===== src/rtl/gyro_motion_level_macros.svh =====
`ifndef GYRO_MOTION_LEVEL_MACROS_SVH
`define GYRO_MOTION_LEVEL_MACROS_SVH

// Same-cycle implication, checked on every rising edge outside reset.
`define GML_ASSERT_IMPL(label, clk, rst, ante, cons, msg) \
   label: assert property (@(posedge clk) disable iff (rst) (ante) |-> (cons)) \
      else $error(msg);

// Next-cycle implication.
`define GML_ASSERT_NEXT(label, clk, rst, ante, cons, msg) \
   label: assert property (@(posedge clk) disable iff (rst) (ante) |=> (cons)) \
      else $error(msg);

`endif


===== src/rtl/gml_pkg.sv =====
package gml_pkg;

   localparam int CAL_COUNT_MAX_DEF = 1024;
   localparam int SAMPLE_BITS_DEF   = 16;

   localparam int DEADBAND_W    = 15;
   localparam int FULL_SCALE_W  = 16;
   localparam int ALPHA_W       = 16;
   localparam int CAL_SAMPLES_W = 11;
   localparam int LEVEL_W       = 16;
   localparam int STATUS_W      = 2;

   localparam int CSR_W     = 16;
   localparam int CSR_IDX_W = 2;

   localparam logic [DEADBAND_W-1:0]    DEADBAND_RST    = 15'd393;
   localparam logic [FULL_SCALE_W-1:0]  FULL_SCALE_RST  = 16'd19650;
   localparam logic [ALPHA_W-1:0]       ALPHA_RST       = 16'd24622;
   localparam logic [CAL_SAMPLES_W-1:0] CAL_SAMPLES_RST = 11'd400;

   // fixed point: bias carries 8 fraction bits, filter state 16
   localparam int BIAS_FRAC  = 8;
   localparam int FILT_FRAC  = 16;
   localparam int FILT_ROUND = 32768;
   localparam int LEVEL_FRAC = 15;
   localparam int LEVEL_ONE  = 32768;
   // width of full_scale << 16 plus one bit
   localparam int LEVEL_CMP_W = FULL_SCALE_W + FILT_FRAC + 1;

   typedef enum logic [CSR_IDX_W-1:0] {
      CSR_DEADBAND    = 2'd0,
      CSR_FULL_SCALE  = 2'd1,
      CSR_ALPHA       = 2'd2,
      CSR_CAL_SAMPLES = 2'd3
   } csr_index_type;

   typedef enum logic [STATUS_W-1:0] {
      STAT_OK          = 2'd0,
      STAT_READ_FAILED = 2'd1,
      STAT_HALTED      = 2'd2
   } status_type;

   typedef struct packed {
      logic start;
      logic full_width;
   } div_cmd_type;

   typedef struct packed {
      logic busy;
      logic done;
   } div_stat_type;

endpackage


===== src/rtl/gml_req_if.sv =====
interface gml_req_if import gml_pkg::*; #(
   parameter int SAMPLE_BITS = SAMPLE_BITS_DEF
) ();
   logic                          valid;
   logic                          ready;
   logic signed [SAMPLE_BITS-1:0] sample;
   logic                          read_ok;

   modport source (output valid, output sample, output read_ok, input ready);
   modport sink (input valid, input sample, input read_ok, output ready);
endinterface


===== src/rtl/gml_rsp_if.sv =====
interface gml_rsp_if import gml_pkg::*; ();
   logic                valid;
   logic                ready;
   logic [LEVEL_W-1:0]  level;
   logic [STATUS_W-1:0] status;

   modport source (output valid, output level, output status, input ready);
   modport sink (input valid, input level, input status, output ready);
endinterface


===== src/rtl/gml_div.sv =====
`include "gyro_motion_level_macros.svh"

module gml_div import gml_pkg::*; #(
   parameter int NUM_W = 40,
   parameter int DEN_W = 17
) (
   input  logic               clock,
   input  logic               reset,
   input  div_cmd_type        cmd,
   input  logic [DEN_W-1:0]   rem_init,
   input  logic [NUM_W-1:0]   num,
   input  logic [DEN_W-1:0]   den,
   output div_stat_type       stat,
   output logic [NUM_W-1:0]   quot
);
   localparam int STEP_W = $clog2(NUM_W + 1);

   logic              busy_ff;
   logic              done_ff;
   logic [STEP_W-1:0] cnt_ff;
   logic [DEN_W-1:0]  rem_ff;
   logic [DEN_W-1:0]  den_ff;
   logic [NUM_W-1:0]  sh_ff;
   logic [DEN_W-1:0]  rem_in;
   logic [DEN_W+1:0]  trial;
   logic              take;

   // restoring step: one quotient bit per cycle, shifted into the dividend register
   assign trial  = {1'b0, rem_ff, sh_ff[NUM_W-1]} - {2'b00, den_ff};
   assign take   = !trial[DEN_W+1];
   assign rem_in = take ? trial[DEN_W-1:0] : {rem_ff[DEN_W-2:0], sh_ff[NUM_W-1]};

   always_ff @(posedge clock) begin
      if (reset) begin
         busy_ff <= 1'b0;
         done_ff <= 1'b0;
         cnt_ff  <= '0;
      end else begin
         done_ff <= 1'b0;
         if (busy_ff) begin
            rem_ff <= rem_in;
            sh_ff  <= {sh_ff[NUM_W-2:0], take};
            cnt_ff <= cnt_ff - STEP_W'(1);
            if (cnt_ff == STEP_W'(1)) begin
               busy_ff <= 1'b0;
               done_ff <= 1'b1;
            end
         end else if (cmd.start) begin
            busy_ff <= 1'b1;
            rem_ff  <= rem_init;
            sh_ff   <= num;
            den_ff  <= den;
            cnt_ff  <= cmd.full_width ? STEP_W'(NUM_W) : STEP_W'(LEVEL_FRAC);
         end
      end
   end

   assign stat.busy = busy_ff;
   assign stat.done = done_ff;
   assign quot      = sh_ff;

   `GML_ASSERT_IMPL(a_div_rem_below_den, clock, reset, busy_ff, rem_ff < den_ff, "divider remainder reached divisor")
   `GML_ASSERT_IMPL(a_div_no_restart, clock, reset, busy_ff, !cmd.start, "divider started while busy")
   `GML_ASSERT_NEXT(a_div_done_after_last, clock, reset, busy_ff && cnt_ff == STEP_W'(1), done_ff && !busy_ff, "divider did not finish after last step")

endmodule


===== src/rtl/gyro_motion_level.sv =====
// Gyro motion level. The first cal_samples good samples (clamped to 1..CAL_COUNT_MAX)
// are summed with no result and their rounded mean becomes the bias; a failed read
// during calibration halts the block until reset, and from then on each item answers
// level 0, status halted. After calibration each good sample has the bias removed,
// passes a first-order low-pass with coefficient alpha (Q0.16), and its absolute value
// is mapped through the deadband to a Q1.15 level clamped to 1.0; a failed read answers
// level 0, status read failed and leaves the filter untouched. One item is worked on at
// a time. A failed or halted item goes straight to the output stage; a calibration sample
// is summed and checked against the limit, and the last one runs the shared divider over
// its full dividend width (SAMPLE_BITS + clog2(CAL_COUNT_MAX+1) + 9 steps, 36 at the
// defaults). A filtered sample skips the divider when the speed lies in the deadband or
// beyond full scale, and otherwise runs 15 steps of the same divider.
// A finished result waits in the output register while the next item is taken.
`include "gyro_motion_level_macros.svh"

module gyro_motion_level import gml_pkg::*; #(
   parameter int CAL_COUNT_MAX = CAL_COUNT_MAX_DEF,
   parameter int SAMPLE_BITS   = SAMPLE_BITS_DEF
) (
   input  logic                 clock,
   input  logic                 reset,
   gml_req_if.sink              req_if,
   gml_rsp_if.source            rsp_if,
   input  logic                 csr_we,
   input  logic [CSR_IDX_W-1:0] csr_index,
   input  logic [CSR_W-1:0]     csr_wdata
);
   localparam int CNT_W   = $clog2(CAL_COUNT_MAX + 1);
   localparam int LIM_W   = (CNT_W > CAL_SAMPLES_W) ? CNT_W : CAL_SAMPLES_W;
   localparam int SUM_W   = SAMPLE_BITS + CNT_W;
   localparam int NUM_W   = SUM_W + BIAS_FRAC + 1;
   localparam int BIAS_W  = SAMPLE_BITS + BIAS_FRAC;
   localparam int FILT_W  = SAMPLE_BITS + 24;
   localparam int DIFF_W  = SAMPLE_BITS + 19;
   localparam int PROD_W  = DIFF_W + ALPHA_W + 1;
   localparam int STEP_W  = PROD_W - FILT_FRAC + 1;
   localparam int SPEED_W = (SAMPLE_BITS + 17 > LEVEL_CMP_W) ? SAMPLE_BITS + 17 : LEVEL_CMP_W;
   localparam int DEN_W   = (CNT_W > FULL_SCALE_W + 1) ? CNT_W : FULL_SCALE_W + 1;

   typedef enum logic [3:0] {
      S_IDLE,
      S_CAL_CHK,
      S_CAL_NUM,
      S_CAL_DIV,
      S_DIFF,
      S_MUL,
      S_FILT,
      S_ABS,
      S_CMP,
      S_LVL_DIV,
      S_DONE
   } state_type;

   state_type state_ff;

   logic [DEADBAND_W-1:0]    deadband_ff;
   logic [FULL_SCALE_W-1:0]  full_scale_ff;
   logic [ALPHA_W-1:0]       alpha_ff;
   logic [CAL_SAMPLES_W-1:0] cal_samples_ff;

   logic [CNT_W-1:0]         calib_count_ff;
   logic signed [SUM_W-1:0]  bias_sum_ff;
   logic [SUM_W-1:0]         mag_ff;
   logic signed [BIAS_W-1:0] bias_ff;
   logic signed [FILT_W-1:0] filtered_ff;
   logic signed [FILT_W-1:0] corr_ff;
   logic signed [DIFF_W-1:0] diff_ff;
   logic signed [PROD_W-1:0] prod_ff;
   logic [SPEED_W-1:0]       speed_ff;
   logic                     halted_ff;
   logic                     calibrated_ff;

   logic [LEVEL_W-1:0]       pend_level_ff;
   status_type               pend_status_ff;
   logic                     rsp_valid_ff;
   logic [LEVEL_W-1:0]       rsp_level_ff;
   status_type               rsp_status_ff;

   logic                     req_take;
   logic                     rsp_free;
   logic                     rsp_load;
   logic [LIM_W-1:0]         cal_lim;
   logic signed [FILT_W-1:0] samp_w;
   logic signed [FILT_W-1:0] corr_in;
   logic signed [FILT_W-1:0] diff_full;
   logic signed [ALPHA_W:0]  alpha_s;
   logic signed [PROD_W-1:0] prod_in;
   logic signed [PROD_W:0]   rnd;
   logic signed [STEP_W-1:0] step_w;
   logic signed [FILT_W-1:0] filtered_in;
   logic [SPEED_W-1:0]       speed_in;
   logic [SPEED_W-1:0]       db_w;
   logic [SPEED_W-1:0]       fs_w;
   logic [SPEED_W-1:0]       x_w;
   logic [FULL_SCALE_W-1:0]  span;
   logic                     in_dead;
   logic                     saturate;
   logic [BIAS_W-1:0]        bias_q;
   logic signed [BIAS_W-1:0] bias_in;

   div_cmd_type              div_cmd;
   div_stat_type             div_stat;
   logic [DEN_W-1:0]         div_rem;
   logic [NUM_W-1:0]         div_num;
   logic [DEN_W-1:0]         div_den;
   logic [NUM_W-1:0]         div_quot;

   assign req_take      = req_if.valid && (state_ff == S_IDLE);
   assign req_if.ready  = (state_ff == S_IDLE);
   assign rsp_free      = !rsp_valid_ff || rsp_if.ready;
   assign rsp_load      = (state_ff == S_DONE) && rsp_free;
   assign rsp_if.valid  = rsp_valid_ff;
   assign rsp_if.level  = rsp_level_ff;
   assign rsp_if.status = rsp_status_ff;

   always_comb begin
      if (cal_samples_ff == '0) begin
         cal_lim = LIM_W'(1);
      end else if (LIM_W'(cal_samples_ff) > LIM_W'(CAL_COUNT_MAX)) begin
         cal_lim = LIM_W'(CAL_COUNT_MAX);
      end else begin
         cal_lim = LIM_W'(cal_samples_ff);
      end
   end

   // corrected sample in Q.16
   assign samp_w  = FILT_W'(req_if.sample);
   assign corr_in = ((samp_w <<< BIAS_FRAC) - FILT_W'(bias_ff)) <<< (FILT_FRAC - BIAS_FRAC);

   assign diff_full   = corr_ff - filtered_ff;
   assign alpha_s     = {1'b0, alpha_ff};
   assign prod_in     = diff_ff * alpha_s;
   // round half up, then floor by the filter fraction
   assign rnd         = (PROD_W+1)'(prod_ff) + (PROD_W+1)'(FILT_ROUND);
   assign step_w      = signed'(rnd[PROD_W:FILT_FRAC]);
   assign filtered_in = filtered_ff + FILT_W'(step_w);

   assign speed_in = filtered_ff[FILT_W-1] ? SPEED_W'(-filtered_ff) : SPEED_W'(filtered_ff);
   assign db_w     = SPEED_W'(deadband_ff) << FILT_FRAC;
   assign fs_w     = SPEED_W'(full_scale_ff) << FILT_FRAC;
   assign in_dead  = (speed_ff <= db_w);
   // beyond full scale the quotient would reach one: clamp without dividing
   assign saturate = (full_scale_ff <= FULL_SCALE_W'(deadband_ff)) || (speed_ff >= fs_w);
   assign x_w      = speed_ff - db_w;
   assign span     = full_scale_ff - FULL_SCALE_W'(deadband_ff);

   assign bias_q  = div_quot[BIAS_W-1:0];
   assign bias_in = bias_sum_ff[SUM_W-1] ? -signed'(bias_q) : signed'(bias_q);

   always_comb begin
      div_cmd.start      = (state_ff == S_CAL_NUM) || (state_ff == S_CMP && !in_dead && !saturate);
      div_cmd.full_width = (state_ff == S_CAL_NUM);
      if (state_ff == S_CAL_NUM) begin
         div_rem = '0;
         div_num = (NUM_W'(mag_ff) << BIAS_FRAC) + NUM_W'(calib_count_ff >> 1);
         div_den = DEN_W'(calib_count_ff);
      end else begin
         // level = (speed - db) / (2 * span), only the low quotient bits remain to shift
         div_rem = DEN_W'(x_w >> LEVEL_FRAC);
         div_num = NUM_W'(x_w[LEVEL_FRAC-1:0]) << (NUM_W - LEVEL_FRAC);
         div_den = DEN_W'({span, 1'b0});
      end
   end

   gml_div #(
      .NUM_W (NUM_W),
      .DEN_W (DEN_W)
   ) u_div (
      .clock    (clock),
      .reset    (reset),
      .cmd      (div_cmd),
      .rem_init (div_rem),
      .num      (div_num),
      .den      (div_den),
      .stat     (div_stat),
      .quot     (div_quot)
   );

   always_ff @(posedge clock) begin
      if (reset) begin
         state_ff       <= S_IDLE;
         deadband_ff    <= DEADBAND_RST;
         full_scale_ff  <= FULL_SCALE_RST;
         alpha_ff       <= ALPHA_RST;
         cal_samples_ff <= CAL_SAMPLES_RST;
         calib_count_ff <= '0;
         bias_sum_ff    <= '0;
         bias_ff        <= '0;
         filtered_ff    <= '0;
         halted_ff      <= 1'b0;
         calibrated_ff  <= 1'b0;
         rsp_valid_ff   <= 1'b0;
      end else begin
         if (csr_we) begin
            case (csr_index_type'(csr_index))
               CSR_DEADBAND:    deadband_ff    <= csr_wdata[DEADBAND_W-1:0];
               CSR_FULL_SCALE:  full_scale_ff  <= csr_wdata[FULL_SCALE_W-1:0];
               CSR_ALPHA:       alpha_ff       <= csr_wdata[ALPHA_W-1:0];
               CSR_CAL_SAMPLES: cal_samples_ff <= csr_wdata[CAL_SAMPLES_W-1:0];
               default: ;
            endcase
         end

         if (rsp_load) begin
            rsp_valid_ff <= 1'b1;
         end else if (rsp_if.ready) begin
            rsp_valid_ff <= 1'b0;
         end

         case (state_ff)
            S_IDLE: begin
               if (req_take) begin
                  pend_level_ff <= '0;
                  if (halted_ff) begin
                     pend_status_ff <= STAT_HALTED;
                     state_ff       <= S_DONE;
                  end else if (!calibrated_ff) begin
                     if (!req_if.read_ok) begin
                        halted_ff      <= 1'b1;
                        pend_status_ff <= STAT_HALTED;
                        state_ff       <= S_DONE;
                     end else begin
                        bias_sum_ff    <= bias_sum_ff + SUM_W'(req_if.sample);
                        calib_count_ff <= calib_count_ff + CNT_W'(1);
                        state_ff       <= S_CAL_CHK;
                     end
                  end else if (!req_if.read_ok) begin
                     pend_status_ff <= STAT_READ_FAILED;
                     state_ff       <= S_DONE;
                  end else begin
                     corr_ff  <= corr_in;
                     state_ff <= S_DIFF;
                  end
               end
            end
            S_CAL_CHK: begin
               mag_ff <= bias_sum_ff[SUM_W-1] ? SUM_W'(-bias_sum_ff) : SUM_W'(bias_sum_ff);
               if (LIM_W'(calib_count_ff) >= cal_lim) begin
                  state_ff <= S_CAL_NUM;
               end else begin
                  state_ff <= S_IDLE;
               end
            end
            S_CAL_NUM: begin
               state_ff <= S_CAL_DIV;
            end
            S_CAL_DIV: begin
               if (div_stat.done) begin
                  bias_ff       <= bias_in;
                  filtered_ff   <= '0;
                  calibrated_ff <= 1'b1;
                  state_ff      <= S_IDLE;
               end
            end
            S_DIFF: begin
               diff_ff  <= DIFF_W'(diff_full);
               state_ff <= S_MUL;
            end
            S_MUL: begin
               prod_ff  <= prod_in;
               state_ff <= S_FILT;
            end
            S_FILT: begin
               filtered_ff <= filtered_in;
               state_ff    <= S_ABS;
            end
            S_ABS: begin
               speed_ff <= speed_in;
               state_ff <= S_CMP;
            end
            S_CMP: begin
               pend_status_ff <= STAT_OK;
               if (in_dead) begin
                  pend_level_ff <= '0;
                  state_ff      <= S_DONE;
               end else if (saturate) begin
                  pend_level_ff <= LEVEL_W'(LEVEL_ONE);
                  state_ff      <= S_DONE;
               end else begin
                  state_ff <= S_LVL_DIV;
               end
            end
            S_LVL_DIV: begin
               if (div_stat.done) begin
                  pend_level_ff <= LEVEL_W'(div_quot[LEVEL_FRAC-1:0]);
                  state_ff      <= S_DONE;
               end
            end
            S_DONE: begin
               // hold until the output register is free
               if (rsp_free) begin
                  rsp_level_ff  <= pend_level_ff;
                  rsp_status_ff <= pend_status_ff;
                  state_ff      <= S_IDLE;
               end
            end
            default: begin
               state_ff <= S_IDLE;
            end
         endcase
      end
   end

   `GML_ASSERT_IMPL(a_level_range, clock, reset, rsp_valid_ff,
      rsp_level_ff <= LEVEL_W'(LEVEL_ONE), "level above one")
   `GML_ASSERT_IMPL(a_halt_excl, clock, reset, halted_ff,
      !calibrated_ff, "halted after calibration finished")
   `GML_ASSERT_IMPL(a_halted_status, clock, reset, rsp_valid_ff && rsp_status_ff == STAT_HALTED,
      halted_ff, "halted status while running")
   `GML_ASSERT_IMPL(a_fail_status, clock, reset,
      rsp_valid_ff && rsp_status_ff == STAT_READ_FAILED,
      calibrated_ff, "read failed status before calibration")
   `GML_ASSERT_IMPL(a_count_bound, clock, reset, 1'b1,
      calib_count_ff <= CNT_W'(CAL_COUNT_MAX), "calibration count beyond maximum")

endmodule

===== src/flat_wrapper.sv =====
// flat-port wrapper written by rule: the top's interface ports become plain ports
module gyro_motion_level_flat import gml_pkg::*;
#(
   parameter int CAL_COUNT_MAX = CAL_COUNT_MAX_DEF,
   parameter int SAMPLE_BITS   = SAMPLE_BITS_DEF
)
  (clock, reset, csr_we, csr_index, csr_wdata, req_if_valid, req_if_sample, req_if_read_ok, req_if_ready, rsp_if_valid, rsp_if_level, rsp_if_status, rsp_if_ready);
  gml_req_if #(.SAMPLE_BITS(SAMPLE_BITS)) req_if_i ();
  gml_rsp_if rsp_if_i ();
  input  logic clock;
  input  logic reset;
  input  logic csr_we;
  input  logic [CSR_IDX_W-1:0] csr_index;
  input  logic [CSR_W-1:0] csr_wdata;
  input wire logic [$bits(req_if_i.valid)-1:0] req_if_valid;
  input wire logic [$bits(req_if_i.sample)-1:0] req_if_sample;
  input wire logic [$bits(req_if_i.read_ok)-1:0] req_if_read_ok;
  output wire logic [$bits(req_if_i.ready)-1:0] req_if_ready;
  output wire logic [$bits(rsp_if_i.valid)-1:0] rsp_if_valid;
  output wire logic [$bits(rsp_if_i.level)-1:0] rsp_if_level;
  output wire logic [$bits(rsp_if_i.status)-1:0] rsp_if_status;
  input wire logic [$bits(rsp_if_i.ready)-1:0] rsp_if_ready;
  assign req_if_i.valid = req_if_valid;
  assign req_if_i.sample = req_if_sample;
  assign req_if_i.read_ok = req_if_read_ok;
  assign req_if_ready = req_if_i.ready;
  assign rsp_if_valid = rsp_if_i.valid;
  assign rsp_if_level = rsp_if_i.level;
  assign rsp_if_status = rsp_if_i.status;
  assign rsp_if_i.ready = rsp_if_ready;
  gyro_motion_level #(.CAL_COUNT_MAX(CAL_COUNT_MAX), .SAMPLE_BITS(SAMPLE_BITS)) u_core (.clock(clock), .reset(reset), .req_if(req_if_i), .rsp_if(rsp_if_i), .csr_we(csr_we), .csr_index(csr_index), .csr_wdata(csr_wdata));
endmodule

===== config.mk =====
export PLATFORM = sky130hd
export DESIGN_NAME = gyro_motion_level_flat
export DESIGN_NICKNAME = d
export VERILOG_FILES = /design/src/rtl/gml_pkg.sv /design/src/rtl/gml_req_if.sv /design/src/rtl/gml_rsp_if.sv /design/src/rtl/gml_div.sv /design/src/rtl/gyro_motion_level.sv /design/src/flat_wrapper.sv
export VERILOG_INCLUDE_DIRS = /design/src /design/src/rtl
export SDC_FILE = /design/constraint.sdc
export NUM_CORES = 2
export LEC_CHECK = 0
export BUFFER_PORTS_ARGS = -buffer_cell sky130_fd_sc_hd__buf_4
export CAP_MARGIN = 15
export CORE_MARGIN = 2
export CORE_UTILIZATION = 46
export DETAILED_ROUTE_END_ITERATION = 7
export PLACE_DENSITY_LB_ADDON = 0.12
export RECOVER_POWER = 50
export SLEW_MARGIN = 15
export SYNTH_ARGS = -nofsm -noshare
export SYNTH_HDL_FRONTEND = slang
export SYNTH_HIERARCHICAL = 1
export SYNTH_SLANG_ARGS = --single-unit

===== constraint.sdc =====
create_clock -name clock -period 8.4 [get_ports clock]
set_input_delay 1.26 -clock clock [delete_from_list [all_inputs] [get_ports clock]]
set_output_delay 1.26 -clock clock [all_outputs]
set_load 0.005 [all_outputs]

Yosys cells after proc, flatten, opt, wreduce, memory -nomap -nowiden. Cells that the tools add are included.

Logic and storage cells: 163. Bits in registers: 453. Bits of input ports: 40.

$add $sub $neg: 14. Multipliers: 1. Mux-type cells: 50. Bitwise operators: 4. Order comparisons: 5. Equality and inequality tests: 20. Reductions and logical operators: 39.

Operator list (count): 36-bit 2-to-1 mux (3); 40-bit case mux with 2 select lines (1); 17-bit 2-to-1 mux (4); 16-bit 2-to-1 mux (4); 52-bit by 17-bit adder with 53-bit output (second input constant) (1); 35-bit by 17-bit multiplier with 52-bit output (1); 16-bit case mux with 3 select lines (1); 4-bit case mux with 11 select lines (1); 40-bit by 37-bit adder with 40-bit output (1); 40-bit 2-to-1 mux (1); 35-bit by 10-bit adder with 36-bit output (1); 4-bit 2-to-1 mux (9); 33-bit by 35-bit subtractor with 35-bit output (1); 33-bit by 32-bit >= comparator with 1-bit output (1); 33-bit by 31-bit less-or-equal comparator with 1-bit output (1); 11-bit 2-to-1 mux (3); 33-bit 2-to-1 mux (1); 33-bit negation (1); 32-bit by 31-bit subtractor with 32-bit output (1); 27-bit by 16-bit adder with 27-bit output (1); 27-bit negation (1); 26-bit 2-to-1 mux (1); 24-bit by 24-bit subtractor with 25-bit output (1); 24-bit 2-to-1 mux (1); other kinds (38) (91).

Longest topological paths before layout.
Depth after elaboration: 7. Gate-level depth with buffers: 28. Mapped depth without buffers: 26.

Cells and area by module. The synthesis kept the hierarchy.

Modules (own cells, without submodules): gyro_motion_level (cells each 4650, area each 41428.5 µm², sequential area each 9138.8 µm², instances 1); gml_div (cells each 387, area each 4287.9 µm², sequential area each 2262.2 µm², instances 1).

Least setup slack after synthesis. Ideal clock, no wire load.

Path kind: reg2reg. From: register u_core.alpha_ff[10]. To: register u_core.prod_ff[43] (data pin). Setup slack: 1638 ps. Cell stages (with the launch flop): 25. Data arrival time: 6503 ps. Required time: 8141 ps. Period minus slack after synthesis: 6762 ps. Path buffers: 2. Path through: dfxtp_1 > clkbuf_1 > clkbuf_1 > nand2_1 > fa_1 > inv_1 > fa_1 > fa_1 > fa_1 > fa_1 > inv_1 > fa_1 > inv_1 > ha_1 > a21oi_1 > o21ai_0 > a311o_1 > o2111ai_1 > a31oi_1 > a41o_1 > a21oi_1 > nor2_1 > or2_2 > a21oi_1 > xnor2_1.

Longest elaborated chain between the ends: 1.

RTL lines: start: declaration (RTL line gyro_motion_level.sv:58) `logic [ALPHA_W-1:0] alpha_ff;`; start signal: assignment (RTL line gyro_motion_level.sv:198) `CSR_ALPHA: alpha_ff <= csr_wdata[ALPHA_W-1:0];`; 35-bit by 17-bit multiplier with 52-bit output (RTL line gyro_motion_level.sv:132) `assign prod_in = diff_ff * alpha_s;`; net u_core.prod_in[43] (RTL line gyro_motion_level.sv:87) `logic signed [PROD_W-1:0] prod_in;`; end signal: assignment (RTL line gyro_motion_level.sv:260) `prod_ff <= prod_in;`; end: declaration (RTL line gyro_motion_level.sv:68) `logic signed [PROD_W-1:0] prod_ff;`.

The timed path passes the listed nets, and every way through them passes these cells. A chain may end at the register's enable or synchronous reset.

Worst setup path in the final report.
From: register u_core.diff_ff[11]. To: register u_core.prod_ff[43] (data pin).

Longest elaborated chain between the ends: 1.

RTL lines: start: declaration (RTL line gyro_motion_level.sv:67) `logic signed [DIFF_W-1:0] diff_ff;`; start signal: assignment (RTL line gyro_motion_level.sv:256) `diff_ff <= DIFF_W'(diff_full);`; 35-bit by 17-bit multiplier with 52-bit output (RTL line gyro_motion_level.sv:132); net u_core.prod_in[43] (RTL line gyro_motion_level.sv:87).

The timed path passes the listed nets, and every way through them passes these cells.

==> impl_metrics.tcl <==
set metrics [dict create \
    status "complete, but fails checks" \
    violations "max-capacitance violations, max-slew violations" \
    htreeDepth 2 \
    num_vias 34373 \
    clock_latency_ps 630 \
    period_needed_ps 7562 \
    arrival_ps 7930 \
    worst_pin_slew_ps 4187 \
    antenna_cells 0 \
    postLayoutCellArea_um2 49170 \
    fin_crit_sh_pct 90.03 \
    cts-root-buf "clkbuf_16" \
    antenna_found_initial 1 \
    start_kind "register" \
    start_util_pct 46.44 \
    groute.usage.overall_pct 24.37 \
    fin_total_pwr_mw 10.89 \
    cp.required_ps 8770 \
    fin_setup_tns_ps 0 \
    via_per_inst 5.422 \
    postCtsSetupBuffers 0 \
    cp-end-kind "register" \
    ios 60 \
    powerDensity_nw_per_um2 221.4 \
    hold_viol 0 \
    grt_max_degree 76 \
    r2r.worst_path.cells 23 \
    portBuffers 59 \
    grt_pass1_wl_um 195700 \
    avgSynthCellArea_um2 9.076 \
    gp_congestion 0.9059 \
    critPathMaxFanout 16 \
    hp-class "register to register" \
    postSynthCellCount 5036 \
    grt_setup_unrepaired "no" \
    die_h_um 319.2 \
    holdPathEnd "u_core/rsp_if.level[14]$_DFFE_PP_" \
    r2r_start "u_core/diff_ff[11]$_DFFE_PP_" \
    fin_worst_skew_ps 19.47 \
    yosysWarningCount 6 \
    row_count 115 \
    dp_hpwl_um 95350 \
    synthesis.area_um2 45710 \
    drt-wirelength-per-cell_um 19.18 \
    place_inst 6243 \
    die_w_um 319.2 \
    die_area_um2 101900 \
    slew_viol_final 499 \
    max_slew_margin_pct -179.1 \
    drtPass1Iterations 5 \
    rrSetupSlack_ps 840 \
    cts_tree "yes" \
    ctsResizeCount 0 \
    dpl_cell_area_um2 47520 \
    wl_um 121600 \
    final_net_count 5897 \
    coreArea_um2 98420 \
    vdd_drop_max_mv 0.1848 \
    cts_hold_buf 0 \
    grt_pass1_vias 34384 \
    cts.clk_slew.worst_paths_ps 60 \
    drtAntennaViolNets 0 \
    p_leak_nw 21.63 \
    grt_overflow_total 0 \
    synth_fp_nets 5923 \
    reg2reg_to "u_core/prod_ff[43]$_DFFE_PP_" \
    timing.fmax_mhz 132.2 \
    cts.sinks 438 \
    startpoint "u_core/diff_ff[11]$_DFFE_PP_" \
    hp-start "u_core/pend_level_ff[14]$_DFFE_PP_" \
    cts_buffer_depth 3 \
    layout-drive-gt1-share_pct 5.462 \
    final_cells 6340 \
    cap_violations 11 \
    setup_violations 0 \
    first_iter_violations 2386 \
    critPathKind "register to register" \
    hold_depth 0 \
    syn2layout_area_growth_pct 7.574 \
    numCtsBuffers 51 \
    drc 0 \
]
-- critical path, stage by stage (launching register included) --
cell	delay, ps
edfxtp_1	730
and2_1	330
fa_1	470
inv_1	50
fa_1	490
fa_1	510
inv_1	50
fa_1	490
fa_1	550
inv_1	60
fa_1	560
inv_1	50
ha_1	360
a21oi_1	140
o21ai_0	140
a311o_1	380
o2111ai_1	200
a31oi_1	230
a41o_1	380
a21oi_1	390
nor2_1	140
or2_2	310
a21oi_1	190
xnor2_1	80
-- layout by cell type, fill, tap and decap left out, drive strengths merged, types with 175 or more instances in the layout --
cell type	count
xnor2	216
fa	535
nor2	229
dfxtp	175
edfxtp	263
nand2	726
a21oi	268
ha	312
and2	236
inv	773
-- sequential cells by signal (all words and copies together) (netlist names), 15 cells and up --
register	count
u_core/filtered_ff	40
u_core/prod_ff	37
u_core/u_div/quot	36
u_core/diff_ff	35
u_core/speed_ff	33
u_core/bias_sum_ff	27
u_core/mag_ff	27
u_core/corr_ff	25
u_core/bias_ff	24
u_core/u_div/den_ff	17
u_core/u_div/rem_ff	17
u_core/alpha_ff	16
u_core/full_scale_ff	16
u_core/pend_level_ff	16
u_core/rsp_if.level	16
u_core/deadband_ff	15
-- report_power, final --
part	switching, mW	internal (mW)	total (mW)
logic	3.23	2.36	5.59
registers	0.180	2.77	2.95
clock network	1.01	1.34	2.35
total	4.42	6.47	10.9
-- worst max path at each step --
| stage | end | slack (ps) | cells after the start |
|---|---|---|---|
| 3_3_place_gp | u_core/prod_ff[43]$_DFFE_PP_ | 910 | 23 |
| 2_1_floorplan | u_core/prod_ff[43]$_DFFE_PP_ | 1640 | 24 |
| 3_5_place_dp | u_core/prod_ff[50]$_DFFE_PP_ | 900 | 23 |
| 5_1_grt | u_core/prod_ff[50]$_DFFE_PP_ | 470 | 23 |
| 4_1_cts | u_core/prod_ff[50]$_DFFE_PP_ | 880 | 23 |
| 6_report | u_core/prod_ff[43]$_DFFE_PP_ | 840 | 23 |
-- final cells by class --
| cell class | instances | area (um2) |
|---|---|---|
| Inverter | 766 | 2875 |
| Multi-Input combinational cell | 3631 | 30680 |
| Timing Repair Buffer | 122 | 855.8 |
| Sequential cell | 438 | 11400 |
| Tap cell | 1287 | 1610 |
| Fill cell | 9476 | 49250 |
| Clock inverter | 27 | 315.3 |
| Clock buffer | 69 | 1435 |
-- per-stage QoR --
step / setup slack, ps / util, % / hold WS [ps]
floorplan: 1638 / - / 400.3
global placement: 909.6 / 48.28 / 404.6
detailed placement: 903.6 / 48.28 / 405.2
CTS: 880.7 / 50.06 / 419.9
global route: 471.7 / 49.96 / 426.6
finish: 837.8 / 49.96 / 417.7
-- routing by layer --
layer | GRT usage, % | vias up | routed length [um]
met5 | 0 | - | 0
met4 | 6.226 | 0 | 3144
met3 | 2.254 | 137 | 5503
met2 | 40.46 | 773 | 57700
met1 | 34.26 | 17040 | 55250
li1 | - | 16423 | -
Power figures use the tool's default switching activity.
